$ cat src/design/lss_pkg.sv
package lss_pkg;

    // Slot table size and derived widths
    localparam int SLOTS  = 32;
    localparam int SLOT_W = (SLOTS > 1) ? $clog2(SLOTS) : 1;
    // Ticket sum never exceeds SLOTS * 65535
    localparam int SUM_W  = 16 + $clog2(SLOTS);

    // Generator
    localparam int          RAND_W    = 32;
    localparam int          DIV_CNT_W = $clog2(RAND_W);
    localparam logic [31:0] LCG_MUL   = 32'd1664525;
    localparam logic [31:0] LCG_ADD   = 32'd1013904223;
    localparam logic [31:0] RAND_INIT = 32'd1;

    // Input op codes (s_tuser)
    localparam logic OP_WRITE = 1'b0;
    localparam logic OP_DRAW  = 1'b1;

    // Command queue between front and back
    localparam int QUEUE_DEPTH = 2;
    localparam int QPTR_W      = 1;
    localparam int QCNT_W      = 2;

    // Classified command
    typedef enum logic [1:0] {
        CMD_WRITE,
        CMD_DRAW,
        CMD_SKIP
    } cmd_kind_t;

    typedef struct packed {
        cmd_kind_t   kind;
        logic [4:0]  slot;
        logic        occupied;
        logic        runnable;
        logic [15:0] tickets;
    } cmd_t;

endpackage

$ cat src/design/lss_front.sv
module lss_front (
    input  logic          aclk,
    input  logic          aresetn,
    input  logic          s_tvalid,
    output logic          s_tready,
    input  logic [23:0]   s_tdata,   // slot[4:0], occupied[5], runnable[6], tickets[22:7], zero[23]
    input  logic          s_tuser,   // op
    output lss_pkg::cmd_t q_cmd,
    output logic          q_valid,
    input  logic          q_ready
);
    import lss_pkg::*;

    cmd_t              in_cmd;
    cmd_t              fifo_reg [QUEUE_DEPTH];
    logic [QPTR_W-1:0] wr_ptr_reg;
    logic [QPTR_W-1:0] rd_ptr_reg;
    logic [QCNT_W-1:0] count_reg;
    logic              push;
    logic              pop;

    // Unpack and classify the incoming word
    always_comb begin
        in_cmd.slot     = s_tdata[4:0];
        in_cmd.occupied = s_tdata[5];
        in_cmd.runnable = s_tdata[6];
        in_cmd.tickets  = s_tdata[22:7];
        if (s_tuser == OP_DRAW) begin
            in_cmd.kind = CMD_DRAW;
        end else if (int'(s_tdata[4:0]) < SLOTS) begin
            in_cmd.kind = CMD_WRITE;
        end else begin
            in_cmd.kind = CMD_SKIP;    // out-of-range write, answer only
        end
    end

    assign s_tready = (count_reg != QCNT_W'(QUEUE_DEPTH));
    assign q_valid  = (count_reg != '0);
    assign q_cmd    = fifo_reg[rd_ptr_reg];
    assign push     = s_tvalid && s_tready;
    assign pop      = q_valid && q_ready;

    // Queue control
    always_ff @(posedge aclk) begin
        if (!aresetn) begin
            wr_ptr_reg <= '0;
            rd_ptr_reg <= '0;
            count_reg  <= '0;
        end else begin
            if (push) begin
                wr_ptr_reg <= wr_ptr_reg + QPTR_W'(1);
            end
            if (pop) begin
                rd_ptr_reg <= rd_ptr_reg + QPTR_W'(1);
            end
            if (push && !pop) begin
                count_reg <= count_reg + QCNT_W'(1);
            end else if (pop && !push) begin
                count_reg <= count_reg - QCNT_W'(1);
            end
        end
    end

    // Queue storage
    always_ff @(posedge aclk) begin
        if (push) begin
            fifo_reg[wr_ptr_reg] <= in_cmd;
        end
    end

endmodule

$ cat src/design/lss_back.sv
module lss_back (
    input  logic          aclk,
    input  logic          aresetn,
    input  lss_pkg::cmd_t q_cmd,
    input  logic          q_valid,
    output logic          q_ready,
    output logic          m_tvalid,
    input  logic          m_tready,
    output logic [7:0]    m_tdata,   // winner_slot[4:0], zero[7:5]
    output logic          m_tuser    // found
);
    import lss_pkg::*;

    typedef enum logic [2:0] {
        ST_IDLE,
        ST_SUM,
        ST_STEP,
        ST_DIV,
        ST_WALK,
        ST_RESULT
    } state_t;

    state_t               state_reg;
    logic [SLOT_W-1:0]    cnt_reg;
    logic [DIV_CNT_W-1:0] div_cnt_reg;
    logic [SUM_W-1:0]     sum_reg;
    logic [SUM_W-1:0]     rem_reg;
    logic [RAND_W-1:0]    rand_reg;
    logic [RAND_W-1:0]    quo_reg;
    logic                 found_reg;
    logic [4:0]           winner_reg;
    logic                 m_tvalid_reg;
    logic [4:0]           m_slot_reg;
    logic                 m_found_reg;
    logic [SLOTS-1:0]     occ_reg;
    logic [SLOTS-1:0]     run_reg;
    logic [15:0]          tickets_reg [SLOTS];

    logic                 elig;
    logic [SUM_W-1:0]     tk;
    logic [SUM_W-1:0]     sum_add;
    logic                 last_slot;
    logic [RAND_W-1:0]    rand_step;
    logic [SUM_W:0]       rem_shift;
    logic [SUM_W:0]       rem_sub;
    logic [SUM_W-1:0]     rem_new;
    logic                 hit;
    logic                 out_free;
    logic                 tbl_write;

    // Current slot under the scan counter
    assign elig      = occ_reg[cnt_reg] & run_reg[cnt_reg];
    assign tk        = SUM_W'(tickets_reg[cnt_reg]);
    assign sum_add   = sum_reg + (elig ? tk : '0);
    assign last_slot = (cnt_reg == SLOT_W'(SLOTS - 1));

    // LCG step, mod 2^32
    assign rand_step = rand_reg * LCG_MUL + LCG_ADD;

    // Restoring remainder, one dividend bit per cycle
    assign rem_shift = {rem_reg, quo_reg[RAND_W-1]};
    assign rem_sub   = rem_shift - {1'b0, sum_reg};
    assign rem_new   = (rem_shift >= {1'b0, sum_reg}) ? SUM_W'(rem_sub) : SUM_W'(rem_shift);

    // Walk: this slot wins when the remaining draw falls inside its tickets
    assign hit       = elig && (rem_reg < tk);

    assign out_free  = !m_tvalid_reg || m_tready;
    assign q_ready   = (state_reg == ST_IDLE);
    assign tbl_write = (state_reg == ST_IDLE) && q_valid && (q_cmd.kind == CMD_WRITE);

    assign m_tvalid  = m_tvalid_reg;
    assign m_tdata   = {3'b000, m_slot_reg};
    assign m_tuser   = m_found_reg;

    // Sequencer and output register
    always_ff @(posedge aclk) begin
        if (!aresetn) begin
            state_reg    <= ST_IDLE;
            cnt_reg      <= '0;
            div_cnt_reg  <= '0;
            rand_reg     <= RAND_INIT;
            occ_reg      <= '0;
            run_reg      <= '0;
            found_reg    <= 1'b0;
            m_tvalid_reg <= 1'b0;
        end else begin
            // Drop valid once taken; a result loading this cycle sets it instead
            if (m_tvalid_reg && m_tready && (state_reg != ST_RESULT)) begin
                m_tvalid_reg <= 1'b0;
            end
            unique case (state_reg)
                ST_IDLE: begin
                    if (q_valid) begin
                        found_reg  <= 1'b0;
                        winner_reg <= '0;
                        cnt_reg    <= '0;
                        sum_reg    <= '0;
                        case (q_cmd.kind)
                            CMD_WRITE: begin
                                occ_reg[SLOT_W'(q_cmd.slot)] <= q_cmd.occupied;
                                run_reg[SLOT_W'(q_cmd.slot)] <= q_cmd.runnable;
                                state_reg <= ST_RESULT;
                            end
                            CMD_DRAW: begin
                                state_reg <= ST_SUM;
                            end
                            default: begin
                                state_reg <= ST_RESULT;
                            end
                        endcase
                    end
                end
                ST_SUM: begin
                    sum_reg <= sum_add;
                    if (last_slot) begin
                        cnt_reg   <= '0;
                        // empty pool: no draw, generator untouched
                        state_reg <= (sum_add == '0) ? ST_RESULT : ST_STEP;
                    end else begin
                        cnt_reg <= cnt_reg + SLOT_W'(1);
                    end
                end
                ST_STEP: begin
                    rand_reg    <= rand_step;
                    quo_reg     <= rand_step;
                    rem_reg     <= '0;
                    div_cnt_reg <= '0;
                    state_reg   <= ST_DIV;
                end
                ST_DIV: begin
                    rem_reg     <= rem_new;
                    quo_reg     <= {quo_reg[RAND_W-2:0], 1'b0};
                    div_cnt_reg <= div_cnt_reg + DIV_CNT_W'(1);
                    if (div_cnt_reg == '1) begin
                        state_reg <= ST_WALK;
                    end
                end
                ST_WALK: begin
                    if (hit) begin
                        found_reg  <= 1'b1;
                        winner_reg <= 5'(cnt_reg);
                        state_reg  <= ST_RESULT;
                    end else begin
                        if (elig) begin
                            rem_reg <= rem_reg - tk;
                        end
                        cnt_reg <= cnt_reg + SLOT_W'(1);
                        if (last_slot) begin
                            state_reg <= ST_RESULT;
                        end
                    end
                end
                ST_RESULT: begin
                    if (out_free) begin
                        m_tvalid_reg <= 1'b1;
                        m_slot_reg   <= winner_reg;
                        m_found_reg  <= found_reg;
                        state_reg    <= ST_IDLE;
                    end
                end
                default: begin
                    state_reg <= ST_IDLE;
                end
            endcase
        end
    end

    // Ticket counts; only read for slots marked occupied and runnable
    always_ff @(posedge aclk) begin
        if (tbl_write) begin
            tickets_reg[SLOT_W'(q_cmd.slot)] <= q_cmd.tickets;
        end
    end

endmodule

$ cat src/design/lottery_slot_scheduler_core.sv
// Lottery scheduler over a table of 32 slots.
// Input stream (s_): one word per command. s_tuser is the op: 0 writes a slot
// (occupied, runnable, tickets), 1 draws a winner among occupied runnable slots.
// Result stream (m_): exactly one word per command, in order. m_tdata carries
// the winning slot, m_tuser is found; writes and empty pools give found = 0.
// A two-entry command queue sits between input decode and the execution
// sequencer, so up to two commands are taken while the sequencer is busy.
// A write passes from the idle state straight to the result state. A draw
// sums the tickets of the occupied runnable slots, steps the generator, takes
// the remainder of the draw by the sum (one bit a cycle) and walks the slots
// to the winner; an empty pool ends after the sum. Commands run one at a time
// through the sequencer, so throughput is set by the draw sequence.
// Reset (aresetn low, synchronous) clears all slot marks, empties the queue
// and sets the generator to 1. When m_tready is low the result holds in the
// output register; the sequencer waits, then the queue fills and s_tready drops.
module lottery_slot_scheduler_core (
    input  logic        aclk,
    input  logic        aresetn,
    input  logic        s_tvalid,
    output logic        s_tready,
    input  logic [23:0] s_tdata,   // slot[4:0], occupied[5], runnable[6], tickets[22:7], zero[23]
    input  logic        s_tuser,   // op
    output logic        m_tvalid,
    input  logic        m_tready,
    output logic [7:0]  m_tdata,   // winner_slot[4:0], zero[7:5]
    output logic        m_tuser    // found
);
    import lss_pkg::*;

    cmd_t q_cmd;
    logic q_valid;
    logic q_ready;

    // Decode and command queue
    lss_front u_front (
        .aclk     (aclk),
        .aresetn  (aresetn),
        .s_tvalid (s_tvalid),
        .s_tready (s_tready),
        .s_tdata  (s_tdata),
        .s_tuser  (s_tuser),
        .q_cmd    (q_cmd),
        .q_valid  (q_valid),
        .q_ready  (q_ready)
    );

    // Slot table, draw sequencer and result register
    lss_back u_back (
        .aclk     (aclk),
        .aresetn  (aresetn),
        .q_cmd    (q_cmd),
        .q_valid  (q_valid),
        .q_ready  (q_ready),
        .m_tvalid (m_tvalid),
        .m_tready (m_tready),
        .m_tdata  (m_tdata),
        .m_tuser  (m_tuser)
    );

endmodule
$ cat config.mk
export PLATFORM = sky130hd
export DESIGN_NAME = lottery_slot_scheduler_core
export DESIGN_NICKNAME = d
export VERILOG_FILES = /design/src/design/lss_pkg.sv /design/src/design/lss_front.sv /design/src/design/lss_back.sv /design/src/design/lottery_slot_scheduler_core.sv
export SDC_FILE = /design/constraint.sdc
export NUM_CORES = 1
export LEC_CHECK = 0
export BUFFER_PORTS_ARGS = -buffer_cell sky130_fd_sc_hd__buf_2
export CAP_MARGIN = 20
export CORE_UTILIZATION = 40
export CTS_CLUSTER_SIZE = 10
export DETAILED_ROUTE_END_ITERATION = 8
export SETUP_SLACK_MARGIN = 0.02
export SLEW_MARGIN = 30
export SYNTH_ARGS = -nofsm -noshare
export SYNTH_HDL_FRONTEND = slang
export SYNTH_SLANG_ARGS = --single-unit
$ cat constraint.sdc
create_clock -name aclk -period 5.65 [get_ports aclk]
set_input_delay 0.2825 -clock aclk [delete_from_list [all_inputs] [get_ports aclk]]
set_output_delay 0.2825 -clock aclk [all_outputs]
set_load 0.02 [all_outputs]
Yosys cells after proc, flatten, opt, wreduce, memory -nomap -nowiden
Memory sizes are Yosys's and may differ from the RTL's. A register that Yosys moved wholly into a read port is not among the register bits.
Cells that the tools add are included.
- flip-flop bits (word level): 200
- memory bits (writable): 560
- output and inout port bits: 11
- memories: 2
- $add $sub $neg: 10
- multiply operators: 1
- $lt $le $gt $ge: 5
- equality and inequality tests: 18
- mux-type cells: 49
- bitwise logic cells: 1
- reduce and logical (&&, ||, !) cells: 32
- memory list (name ; words ; bits a word ; read ports ; clocked after Yosys merged registers in ; wr ports ; line ; RTL):
    u_back.tickets_reg ; 32 ; 16 ; 1 ; 1 ; 1 ; lss_back.sv:37 ; logic [15:0] tickets_reg [SLOTS];
    u_front.fifo_reg ; 2 ; 24 ; 1 ; 1 ; 1 ; lss_front.sv:15 ; cmd_t fifo_reg [QUEUE_DEPTH];
- operators with widths (cell ; number):
    $mux 21 ; 4
    $bwmux 32 ; 2
    $pmux 32 s2 ; 1
    $pmux 21 s3 ; 1
    $pmux 21 s2 ; 1
    $add 32x30->32 const B ; 1
    $mul 32x21->32 const B ; 1
    $mux 5 ; 6
    $mux 3 ; 8
    $ge 22x21->1 ; 1
    $add 21x21->21 ; 1
    $logic_not 21->1 ; 1
    $lt 21x16->1 ; 1
    $sub 21x16->21 ; 1
    $sub 21x21->21 ; 1
    $pmux 5 s2 ; 2
    $pmux 3 s6 ; 1
    $mux 16 ; 1
    $mux 1 ; 15
    $pmux 5 s3 ; 1
    $reduce_and 3->1 ; 5
    $lt 5x6->1 const B ; 2
    $ne 2x1->1 const B ; 6
    $add 5x1->5 const B ; 2
    27 further kinds ; 50

Longest topological paths before layout
Gate-level depths: netlist (run 1).
- depth after elaboration: 9
- mapped depth: 24
- depth with buffers taken out: 24

Modules after synthesis
Synthesis (run 1) repeated with hierarchy kept, for this count alone.
- cell total of the unflattened synthesis: 2895
- area, all modules: 39738.1 sq um
- by module, submodules not included (module ; instances ; cells each ; area an instance (sq um)):
    lss_back ; 1 ; 2794 ; 37757.5
    lss_front ; 1 ; 101 ; 1980.6

Worst setup path before layout (run 1)
Ideal clock, no wire load.
- path kind: register to register
- from: register u_back.rand_reg[1]
- to: register u_back.quo_reg[29], data pin
- data arrival time: 5.930 ns
- setup slack: -0.539 ns
- cell stages (with the launch flop): 25
- clock period less this slack: 6.189 ns
- path through: dfxtp_1 inv_1 ha_1 xnor2_1 ha_1 a21o_1 fa_1 fa_1 inv_1 fa_1 inv_1 fa_1 inv_1 fa_1 inv_1 ha_1 nand4_1 inv_1 nand4_1 a2111oi_0 o211ai_1 and2_1 o21ai_1 xor2_1 mux2_2
- longest elaborated chain between the ends: 3
- ends and longest elaborated chain (item ; line ; RTL):
    start, declared ; lss_back.sv:28 ; logic [RAND_W-1:0] rand_reg;
    start signal, assigned ; lss_back.sv:125 ; rand_reg <= rand_step;
    $mul 32x21->32 ; lss_back.sv:58 ; assign rand_step = rand_reg * LCG_MUL + LCG_ADD;
    $add 32x30->32 ; lss_back.sv:58 ;
    $pmux 32 s2 ; lss_back.sv:92 ; unique case (state_reg)
    end signal, assigned ; lss_back.sv:126 ; quo_reg <= rand_step;
    end signal, assigned ; lss_back.sv:133 ; quo_reg <= {quo_reg[RAND_W-2:0], 1'b0};
    end, declared ; lss_back.sv:29 ; logic [RAND_W-1:0] quo_reg;
No other way between the ends.
A chain may end at the register's enable or synchronous reset.

Worst setup path in the final report (run 1)
- from: register u_back.rand_reg[2]
- to: register u_back.quo_reg[31], data pin
The elaborated chain is that of the path after synthesis.

==> metrics.cfg, run 1 <==
[run_status]
status=finished with violations
violations=negative setup slack

[power_and_ir_drop]
clockPowerShare_pct=17.1
p_int_mw=18.6
sw_frac_of_total_pct=39.4
switching_power_mw=12.1
share_comb_of_total_power_pct=58.3
power_leakage_nw=18.3
post-layout-total-power_mw=30.6
power_frac_seq_pct=24.6
power_per_cell_area_nw_per_um2=654
vdd_ir_drop_max_uv=718

[setup_path]
worst_path_largest_cell_delay_ns=0.53
critical_path_peak_fanout=4
cp_data_required_time_ns=6.14
critical-path-top-cell-by-count=sky130_fd_sc_hd__fa_1
critical_path.n_buffers_inverters=10
r2r_cells=27
cpLargestDelayFamily=adder cells
cp.depth=27
timing.setup.critical_path_class=register to register
slowest_stage=sky130_fd_sc_hd__fa_1
end_kind=register
startpoint_type_of_the_worst_setup_path=register
crit_arrival_ns=6.49

[drt]
drtAntennaViolNets=0
drc_violations=0
route.detailed.vias_per_inst=5.44
wirelength_um=101000
1st_pass_router_iterations=5
first_drt_iteration_drcs=1972
drt-wirelength-per-cell_um=22.3
number_of_vias_after_detailed_routing=24500

[synthesis]
synth_top_area_share_pct=48.7
syn-instance-count=2873
syn-mean-instance-area_um2=13.9
mappedNetlistArea_um2=39800
synth_sequential_area_ratio_pct=54.8
synth_cell_types=78
yosys-top-cells-area=sky130_fd_sc_hd__edfxtp_1, sky130_fd_sc_hd__mux4_2, sky130_fd_sc_hd__fa_1
ys_seq_elements=766
synth_most_common_cell=sky130_fd_sc_hd__edfxtp_1
number_of_enable_type_register_cells_in_the_synthesized_netlist=645
synth_common_cells=sky130_fd_sc_hd__edfxtp_1, sky130_fd_sc_hd__inv_1, sky130_fd_sc_hd__nand2_1, sky130_fd_sc_hd__ha_1, sky130_fd_sc_hd__mux4_2
synth_ff_type=sky130_fd_sc_hd__edfxtp_1
netlist.top_cell.by_area=sky130_fd_sc_hd__edfxtp_1
synth-warning-count=0
asyncSetResetFlopFracSynth_pct=0

[clock_tree]
clock_sink_count=766
cts_made_buffers=90
htreeDepth=3
worst_setup_hold_path_clk_slew_ns=0.06
cts-root-to-sink-buffers=3
cts_tree=yes
ctsRootBufferMaster=sky130_fd_sc_hd__clkbuf_16
clock_latency_ns=0.66

[cells_and_area]
fillers=8511
synthToLayoutAreaGrowth_pct=17.7
antenna_cells=0
drive_above_1_share_pct=22.8
finish.instance_area_um2=46800
final_nets=3554
largest_reg_flops=512
final_util_pct=47.6

[die]
rows=115
die-area_um2=101000
die_width_um=317
die_height_um=317
core_area_um2=98400
floorplan.initialDensity_pct=40.4
floorplan.io_pins=40

[flow_run]
maxCapViolations=0

[placed_design]
port_buffers=35
post-dp-hpwl_um=69400
gp_routability_congestion=0.896
total_cell_area_at_the_placement_stage_um2=43200

[grt]
grt.overflow.total=0
grt_antenna_before_repair=2
grt_start_max_net_pins=91
first_global_vias=25500
first_pass_grt_wire_length_um=155000
grt_use_total_pct=20.1

[timing]
fin_setup_tns_ns=-2.45
report.final.hold_viol_count=0
period_utilization_pct=106
final_critical_path_setup_slack_ns=-0.356
slew_headroom_pct=32.8
max_freq_mhz=166
fin_worst_skew_ns=0.0358
slew_violations=0
fin_crit_ns=6.01
hold-worst-slack_ns=0.0529
worst_slew_pin_slew_ns=1.00
setup_violations=15
rsz0062_at_grt=true

[min_path]
min_delay_path_depth=4
holdCritPathClass=input port to register

==> cell families (layout without fill, tap and decap cells) <==
logic type                 after synthesis  in the layout  synth area share [%]
AOI/OAI and AO/OA                      407            407                  7.14
xor gates and xnor gates               100            100                  2.20
adders and majority gates              358            358                  13.9
buffers and inverters                  436            786                  4.22
DFF                                    766            766                  54.8
muxes                                  231            231                  11.1
other                                    1              3               0.00942
and+or+nand+nor                        574            574                  6.65
==> metrics by stage <==
stage / cells / setup WS, ns
2_1_floorplan: 2875 / -0.131
3_3_place_gp: 4311 / -0.510
3_5_place_dp: 4312 / -0.493
4_1_cts: 4501 / -0.344
5_1_grt: 4512 / -0.541
6_report: 4512 / -0.356
==> power groups by stage <==
stage / clock network, mW / registers [mW] / logic, mW
CTS: 5.35 / 7.54 / 17.1
global route: 5.56 / 7.58 / 20.0
finish: 5.25 / 7.54 / 17.8
global placement: 0 / 7.63 / 15.8
detailed placement: 0 / 7.65 / 16.0
floorplan: 0 / 7.57 / 10.5
==> worst paths after layout <==
path	startpoint	endpoint	slack (ns)
worst max-delay path	u_back.rand_reg[2]	u_back.quo_reg[31]	-0.36
worst min-delay path	m_tready	u_back.m_tvalid	0.05
worst max register to register	u_back.rand_reg[2]	u_back.quo_reg[31]	-0.36
worst min register to register	u_back.winner_reg[4]	u_back.m_slot_reg[4]	0.42
==> tightest hold or removal path, delay by kind of cell <==
kind | cells | cell delay, ns
AND/OR/NAND/NOR | 2 | 0.15
AO/OA/AOI/OAI | 1 | 0.14
buffers and inverters | 1 | 0.07
==> cell type report <==
class / instances / area (um^2) / share of cell area (%)
clock inverter: 16 / 201 / 0.430
multi-input combinational: 1673 / 17000 / 36.3
tap: 1287 / 1610 / 3.44
sequential: 766 / 21800 / 46.6
inverter: 336 / 1270 / 2.71
timing repair buffer: 300 / 2480 / 5.30
clock buffer: 134 / 2430 / 5.18
==> cell usage in the layout (no fill, tap or decap), types with 35 or more instances in the layout <==
cell type / n
sky130_fd_sc_hd__edfxtp_1: 645
sky130_fd_sc_hd__inv_1: 319
sky130_fd_sc_hd__nand2_1: 238
sky130_fd_sc_hd__buf_4: 211
sky130_fd_sc_hd__ha_1: 195
sky130_fd_sc_hd__mux4_2: 165
sky130_fd_sc_hd__fa_1: 136
sky130_fd_sc_hd__dfxtp_1: 107
sky130_fd_sc_hd__clkbuf_16: 90
sky130_fd_sc_hd__nor2_1: 85
sky130_fd_sc_hd__o21ai_0: 84
sky130_fd_sc_hd__xnor2_1: 73
sky130_fd_sc_hd__a21oi_1: 63
sky130_fd_sc_hd__o211a_1: 61
sky130_fd_sc_hd__nand3_1: 49
sky130_fd_sc_hd__clkbuf_1: 43
sky130_fd_sc_hd__mux2_2: 37
sky130_fd_sc_hd__nor2_2: 35
==> timing repair <==
action                                 CTS  global route
endpoints found under the hold margin   48             2
resized for setup                       82            36
hold buffers                            24             1
pin swaps                               45            23
setup endpoints to repair               19            23
setup buffers                           16            13
gates cloned                             0             0
==> layer usage <==
layer  part of all wire (%)  GRT usage (%)  up-vias
li1                       -              -    11100
met1                     45           28.2    12500
met2                     48           32.8      722
met3                    5.0           2.88      149
met4                    2.5           5.40        0
met5                      0              0        -
No activity file was read; power rests on OpenSTA's default activity.
==> run 2: changes to the inputs <==
- BUFFER_PORTS_ARGS: -buffer_cell sky130_fd_sc_hd__buf_2 -> default
- CELL_PAD_IN_SITES_DETAIL_PLACEMENT: default -> 2
- CELL_PAD_IN_SITES_GLOBAL_PLACEMENT: default -> 2
- DONT_BUFFER_PORTS: default -> 1
- PLACE_DENSITY_LB_ADDON: default -> 0.1
==> run 2 against run 1 <==
  * The run still ends with negative setup slack left
  * Critical path depth down 3
  * Worst setup slack got worse by 0.12 ns
  * Count of clock-buffer cells in the layout shrank 1
  * Via count rose by 2.2%
  * Sequential power increased by 0.7%
  * Utilization increased by 0.29 points
  * Die area is the same
  * Final area rose by 0.61%
  * First-iteration DRC count decreased by 31%
  * Clock skew increased by 0.015 ns
  * Flip-flop and latch count is the same
  * Clock power rose by 5.9%
==> metrics.cfg, run 2 (synthesized netlist as in run 1, its figures left out) <==
[drt]
drt-wirelength-per-cell_um=28.3
drc_violations=0
wirelength_um=127000
route.detailed.vias_per_inst=5.57
number_of_vias_after_detailed_routing=25100
first_drt_iteration_drcs=1363
1st_pass_router_iterations=6
drtAntennaViolNets=0

[timing]
fin_crit_ns=6.13
slew_headroom_pct=38.9
hold-worst-slack_ns=0.0661
period_utilization_pct=108
slew_violations=0
worst_slew_pin_slew_ns=0.891
fin_worst_skew_ns=0.0508
max_freq_mhz=163
final_critical_path_setup_slack_ns=-0.476
report.final.hold_viol_count=0
rsz0062_at_grt=true
setup_violations=16

[die]
die_height_um=317
floorplan.io_pins=40
core_area_um2=98400
die-area_um2=101000
rows=115
die_width_um=317
floorplan.initialDensity_pct=40.4

[power_and_ir_drop]
power_frac_seq_pct=23.8
sw_frac_of_total_pct=41.4
vdd_ir_drop_max_uv=617
p_int_mw=18.6
share_comb_of_total_power_pct=58.7
power_leakage_nw=18.4
power_per_cell_area_nw_per_um2=675
clockPowerShare_pct=17.5
switching_power_mw=13.2

[placed_design]
post-dp-hpwl_um=88700
worst_case_setup_slack_after_placement_ns=-0.558
gp_routability_congestion=0.841
port_buffers=0

[clock_tree]
clock_latency_ns=0.68
htreeDepth=3
clock_sink_count=766
cts-root-to-sink-buffers=3
cts_made_buffers=91
cts_tree=yes
worst_setup_hold_path_clk_slew_ns=0.05
ctsRootBufferMaster=sky130_fd_sc_hd__clkbuf_16

[flow_run]
maxCapViolations=0

[cells_and_area]
antenna_cells=0
largest_reg_flops=512
final_nets=3545
most_used_cells_in_the_layout_excluding_fill_and_tap_cells=sky130_fd_sc_hd__edfxtp_1, sky130_fd_sc_hd__inv_1, sky130_fd_sc_hd__buf_4, sky130_fd_sc_hd__nand2_1, sky130_fd_sc_hd__ha_1
drive_above_1_share_pct=23.7
fillers=9277
mostFrequentLayoutCell=sky130_fd_sc_hd__edfxtp_1
synthToLayoutAreaGrowth_pct=18.4

[grt]
grt_start_max_net_pins=84
grt_util_met2_pct=46.3
met1_usage_pct=30.6
grt_use_total_pct=25.3
grt.overflow.total=0
global_route.peak_usage_layer=met2
grt_antenna_before_repair=3
first_global_vias=28800
first_pass_grt_wire_length_um=188000
use_met3_pct=2.88

[setup_path]
critical_path_peak_fanout=3
cpLargestDelayFamily=adder cells
setup.reg_to_reg.worst_slack_ns=-0.48
slowest_stage=sky130_fd_sc_hd__fa_1
cp_data_required_time_ns=6.05
timing.setup.critical_path_class=register to register
worst_path_largest_cell_delay_ns=0.55
startpoint_type_of_the_worst_setup_path=register
end_kind=register
crit-reg2reg-launch=u_back.rand_reg[3]
crit_arrival_ns=6.52
r2r_cells=24
r2r_end=u_back.quo_reg[29]
critical_path.cell_chain=inv_4 -> ha_4 -> inv_2 -> fa_1 -> fa_1 -> fa_1 -> inv_1 -> fa_1 -> inv_2 -> fa_1 -> inv_1 -> fa_1 -> inv_2 -> ha_4 -> nand4_1 -> inv_1 -> nand4_1 -> a2111oi_2 -> buf_4 -> o211ai_1 -> and2_4 -> o21ai_2 -> xor2_1 -> mux2_4
critical_path.n_buffers_inverters=8
critical-path-top-cell-by-count=sky130_fd_sc_hd__fa_1

[min_path]
holdCritPathClass=input port to register
hold_path.startpoint=aresetn
hold_path_end=u_back.state_reg[0]
min_delay_path_depth=2

[run_status]
status=finished with violations
violations=negative setup slack

## run 2: cell types whose count changed in the layout (fill, tap and decap cells not counted), moves of 5 or more
cell | previous run | this run
sky130_fd_sc_hd__buf_2 | 34 | 0
sky130_fd_sc_hd__buf_4 | 211 | 239
sky130_fd_sc_hd__clkbuf_1 | 43 | 37
sky130_fd_sc_hd__clkinv_2 | 7 | 2
sky130_fd_sc_hd__ha_1 | 195 | 186
sky130_fd_sc_hd__ha_4 | 20 | 26
sky130_fd_sc_hd__inv_1 | 319 | 313
sky130_fd_sc_hd__inv_2 | 13 | 19
## run 2: worst reg2reg max path, cell delays in order (launching register included)
cell                        delay (ns)
sky130_fd_sc_hd__dfxtp_4          0.37
sky130_fd_sc_hd__inv_4            0.05
sky130_fd_sc_hd__ha_4             0.27
sky130_fd_sc_hd__inv_2            0.03
sky130_fd_sc_hd__fa_1             0.54
sky130_fd_sc_hd__fa_1             0.44
sky130_fd_sc_hd__fa_1             0.55
sky130_fd_sc_hd__inv_1            0.07
sky130_fd_sc_hd__fa_1             0.50
sky130_fd_sc_hd__inv_2            0.04
sky130_fd_sc_hd__fa_1             0.48
sky130_fd_sc_hd__inv_1            0.05
sky130_fd_sc_hd__fa_1             0.49
sky130_fd_sc_hd__inv_2            0.05
sky130_fd_sc_hd__ha_4             0.26
sky130_fd_sc_hd__nand4_1          0.13
sky130_fd_sc_hd__inv_1            0.08
sky130_fd_sc_hd__nand4_1          0.13
sky130_fd_sc_hd__a2111oi_2        0.36
sky130_fd_sc_hd__buf_4            0.18
sky130_fd_sc_hd__o211ai_1         0.13
sky130_fd_sc_hd__and2_4           0.21
sky130_fd_sc_hd__o21ai_2          0.11
sky130_fd_sc_hd__xor2_1           0.09
sky130_fd_sc_hd__mux2_4           0.26
## run 2: final cells by class
| type | count | area, um^2 | share of cell area [%] |
|---|---|---|---|
| clock buffer | 133 | 2510 | 5.32 |
| clock inverter | 15 | 262 | 0.555 |
| inverter | 336 | 1270 | 2.70 |
| multi-input combinational | 1673 | 17200 | 36.5 |
| sequential | 766 | 21800 | 46.3 |
| tap | 1287 | 1610 | 3.42 |
| timing repair buffer | 290 | 2450 | 5.20 |
## run 2: power groups by stage
| stage | clock network [mW] | registers, mW | logic (mW) |
|---|---|---|---|
| floorplan | 0 | 7.57 | 10.5 |
| global placement | 0 | 7.70 | 16.2 |
| detailed placement | 0 | 7.73 | 16.9 |
| CTS | 5.68 | 7.62 | 17.9 |
| global route | 5.85 | 7.61 | 20.6 |
| finish | 5.56 | 7.59 | 18.7 |
## run 2: per-stage QoR
stage | cells | TNS (ns) | cell area [um^2] | power (mW) | util [%]
after global routing | 4500 | -7.95 | 47100 | 34.0 | 47.9
after CTS | 4490 | -6.25 | 46700 | 31.2 | 47.4
after detailed placement | 4302 | -6.21 | 43200 | 24.6 | 43.9
after floorplan | 2875 | -0.146 | 39900 | 18.0 | -
after global placement | 4302 | -4.69 | 43100 | 23.9 | 43.8
final | 4500 | -4.43 | 47100 | 31.8 | 47.9
## run 2: how the worst max path moves through the flow
stage | from | end | cells after the start
after floorplan | u_back.rand_reg[2] | u_back.quo_reg[29] | 23
after global placement | u_back.rand_reg[2] | u_back.quo_reg[29] | 24
final | u_back.rand_reg[3] | u_back.quo_reg[29] | 24
after CTS | u_back.rand_reg[2] | u_back.quo_reg[29] | 24
after detailed placement | u_back.rand_reg[1] | u_back.quo_reg[29] | 24
after global routing | u_back.rand_reg[3] | u_back.quo_reg[29] | 24
## run 2: repair_timing
item,CTS,global route
setup endpoints to repair,24,24
endpoints found under the hold margin,131,0
resized for setup,70,86
gates cloned,0,0
pin swaps,50,51
hold buffers,27,0
setup buffers,16,13
## run 2: metal layers
| layer | vias to the layer above | part of all wire (%) |
|---|---|---|
| met5 | - | 0 |
| met3 | 211 | 3.0 |
| met4 | 0 | 3.7 |
| met1 | 13300 | 41 |
| met2 | 492 | 53 |
| li1 | 11100 | - |
==> run 3: changes to the inputs <==
- CELL_PAD_IN_SITES_DETAIL_PLACEMENT: 2 -> 1
- CELL_PAD_IN_SITES_GLOBAL_PLACEMENT: 2 -> 1
- PLACE_DENSITY: default -> 0.67
- PLACE_DENSITY_LB_ADDON: 0.1 -> default
==> run 3 against run 2 <==
  * The flow still finishes with violations (negative setup slack)
  * Clock skew fell by 0.017 ns
  * Fmax rose by 1.2%
  * Via count fell by 1.7%
  * Utilization fell by 0.21 points
  * Worst setup slack improved by 0.074 ns
  * Critical path type unchanged
  * Largest cell class unchanged
==> metrics.cfg, run 3 (synthesized netlist as in run 1, its figures left out) <==
[timing]
slew_violations=0
report.final.hold_viol_count=0
max_freq_mhz=165
rsz0062_at_grt=true
fin_worst_skew_ns=0.0334
worst_slew_pin_slew_ns=0.921
slew_headroom_pct=38.4
period_utilization_pct=107
fin_crit_ns=6.05
setup_violations=14
final_critical_path_setup_slack_ns=-0.402
hold-worst-slack_ns=0.0640

[die]
die_height_um=317
rows=115
die_width_um=317
die-area_um2=101000
core_area_um2=98400
floorplan.io_pins=40
floorplan.initialDensity_pct=40.4

[setup_path]
crit-reg2reg-launch=u_back.rand_reg[2]
critical_path_peak_fanout=3
worst_path_largest_cell_delay_ns=0.55
timing.setup.critical_path_class=register to register
crit_arrival_ns=6.47
cp.depth=25
cp_data_required_time_ns=6.06
slowest_stage=sky130_fd_sc_hd__fa_1
r2r_end=u_back.quo_reg[30]
critical_path.n_buffers_inverters=8
setup.reg_to_reg.worst_slack_ns=-0.40
critical-path-top-cell-by-count=sky130_fd_sc_hd__fa_1
startpoint_type_of_the_worst_setup_path=register
r2r_cells=25
cpLargestDelayFamily=adder cells
end_kind=register

[drt]
number_of_vias_after_detailed_routing=24700
drc_violations=0
1st_pass_router_iterations=5
route.detailed.vias_per_inst=5.52
wirelength_um=111000
first_drt_iteration_drcs=1756
drt-wirelength-per-cell_um=24.8
drtAntennaViolNets=0

[grt]
grt_antenna_before_repair=4
grt_start_max_net_pins=84
first_pass_grt_wire_length_um=168000
grt_use_total_pct=22.2
first_global_vias=27000
grt.overflow.total=0

[cells_and_area]
drive_above_1_share_pct=23.6
multiInputGateArea_um2=17200
finish.instance_area_um2=46900
synthToLayoutAreaGrowth_pct=17.8
final_nets=3528
mostFrequentLayoutCell=sky130_fd_sc_hd__edfxtp_1
most_used_cells_in_the_layout_excluding_fill_and_tap_cells=sky130_fd_sc_hd__edfxtp_1, sky130_fd_sc_hd__inv_1, sky130_fd_sc_hd__nand2_1, sky130_fd_sc_hd__buf_4, sky130_fd_sc_hd__ha_1
antenna_cells=0
fillers=9856
post_layout_nonfiller_instances=4470
largest_reg_flops=512
register_area_um2=21800

[placed_design]
port_buffers=0
gp_routability_congestion=0.886
place.detailed.instances=4284
post-dp-hpwl_um=77300
total_cell_area_at_the_placement_stage_um2=43100
worst_case_setup_slack_after_placement_ns=-0.608

[flow_run]
maxCapViolations=0

[clock_tree]
ctsRootBufferMaster=sky130_fd_sc_hd__clkbuf_16
cts_tree=yes
clock_latency_ns=0.67
clock_sink_count=766
worst_setup_hold_path_clk_slew_ns=0.06
htreeDepth=3
cts_made_buffers=90
cts-root-to-sink-buffers=3

[min_path]
holdCritPathClass=input port to register
hold_path_end=u_back.state_reg[1]
min_delay_path_depth=2
hold_path.startpoint=aresetn

[power_and_ir_drop]
power_per_cell_area_nw_per_um2=670
vdd_ir_drop_max_uv=703
power_leakage_nw=18.3

[run_status]
violations=negative setup slack
status=finished with violations

==> run 3: cell types whose count changed in the layout (fill, tap and decap cells not counted), sizes merged <==
| cell | before | now |
|---|---|---|
| bufinv | 2 | 1 |
| clkinv | 11 | 14 |
| clkbuf | 133 | 117 |
| dlygate4sd3 | 26 | 27 |
| buf | 264 | 247 |
==> run 3: per-layer routing <==
| metal | vias to the layer above | wire length (um) | global-route usage (%) |
|---|---|---|---|
| met1 | 12900 | 46800 | 28.8 |
| met2 | 583 | 56100 | 38.7 |
| met3 | 160 | 4580 | 2.74 |
| li1 | 11100 | - | - |
| met4 | 2 | 3270 | 6.91 |
| met5 | - | 13 | 0 |
==> run 3: cell type report <==
cell class              instances  area share, %
flip-flops and latches        766           46.5
multi-input cells            1673           36.7
clock buffers                 117           5.11
repair buffers                274           5.08
well taps                    1287           3.43
inverters                     336           2.71
clock inverters                17          0.430
==> run 3: metrics by stage <==
step / TNS, ns / util (%) / power, mW
floorplan: -0.146 / - / 18.0
global placement: -4.97 / 43.7 / 23.3
detailed placement: -6.68 / 43.8 / 23.9
CTS: -2.68 / 47.3 / 30.5
global route: -7.65 / 47.7 / 33.8
finish: -3.12 / 47.7 / 31.4
==> run 3: how the worst max path moves through the flow <==
stage	startpoint	endpoint
2_1_floorplan	u_back.rand_reg[2]	u_back.quo_reg[29]
3_3_place_gp	u_back.rand_reg[2]	u_back.quo_reg[29]
3_5_place_dp	u_back.rand_reg[2]	u_back.quo_reg[29]
4_1_cts	u_back.rand_reg[2]	u_back.quo_reg[30]
5_1_grt	u_back.rand_reg[2]	u_back.quo_reg[30]
6_report	u_back.rand_reg[2]	u_back.quo_reg[30]
==> run 3: repair_timing <==
item                                    in CTS  in global routing
hold buffers                                28                  0
gates cloned                                 0                  0
setup buffers                               15                 14
hold endpoints to repair                   131                  0
endpoints found under the setup margin      22                 34
gates resized for setup                     96                 65
pin swaps                                   62                 48
==> run 3: power breakdown <==
part	total, mW	leakage (nW)	internal (mW)	switching (mW)
combinational	18.6	10.2	8.46	10.1
sequential	7.58	6.82	7.31	0.274
clock	5.30	1.26	3.01	2.29
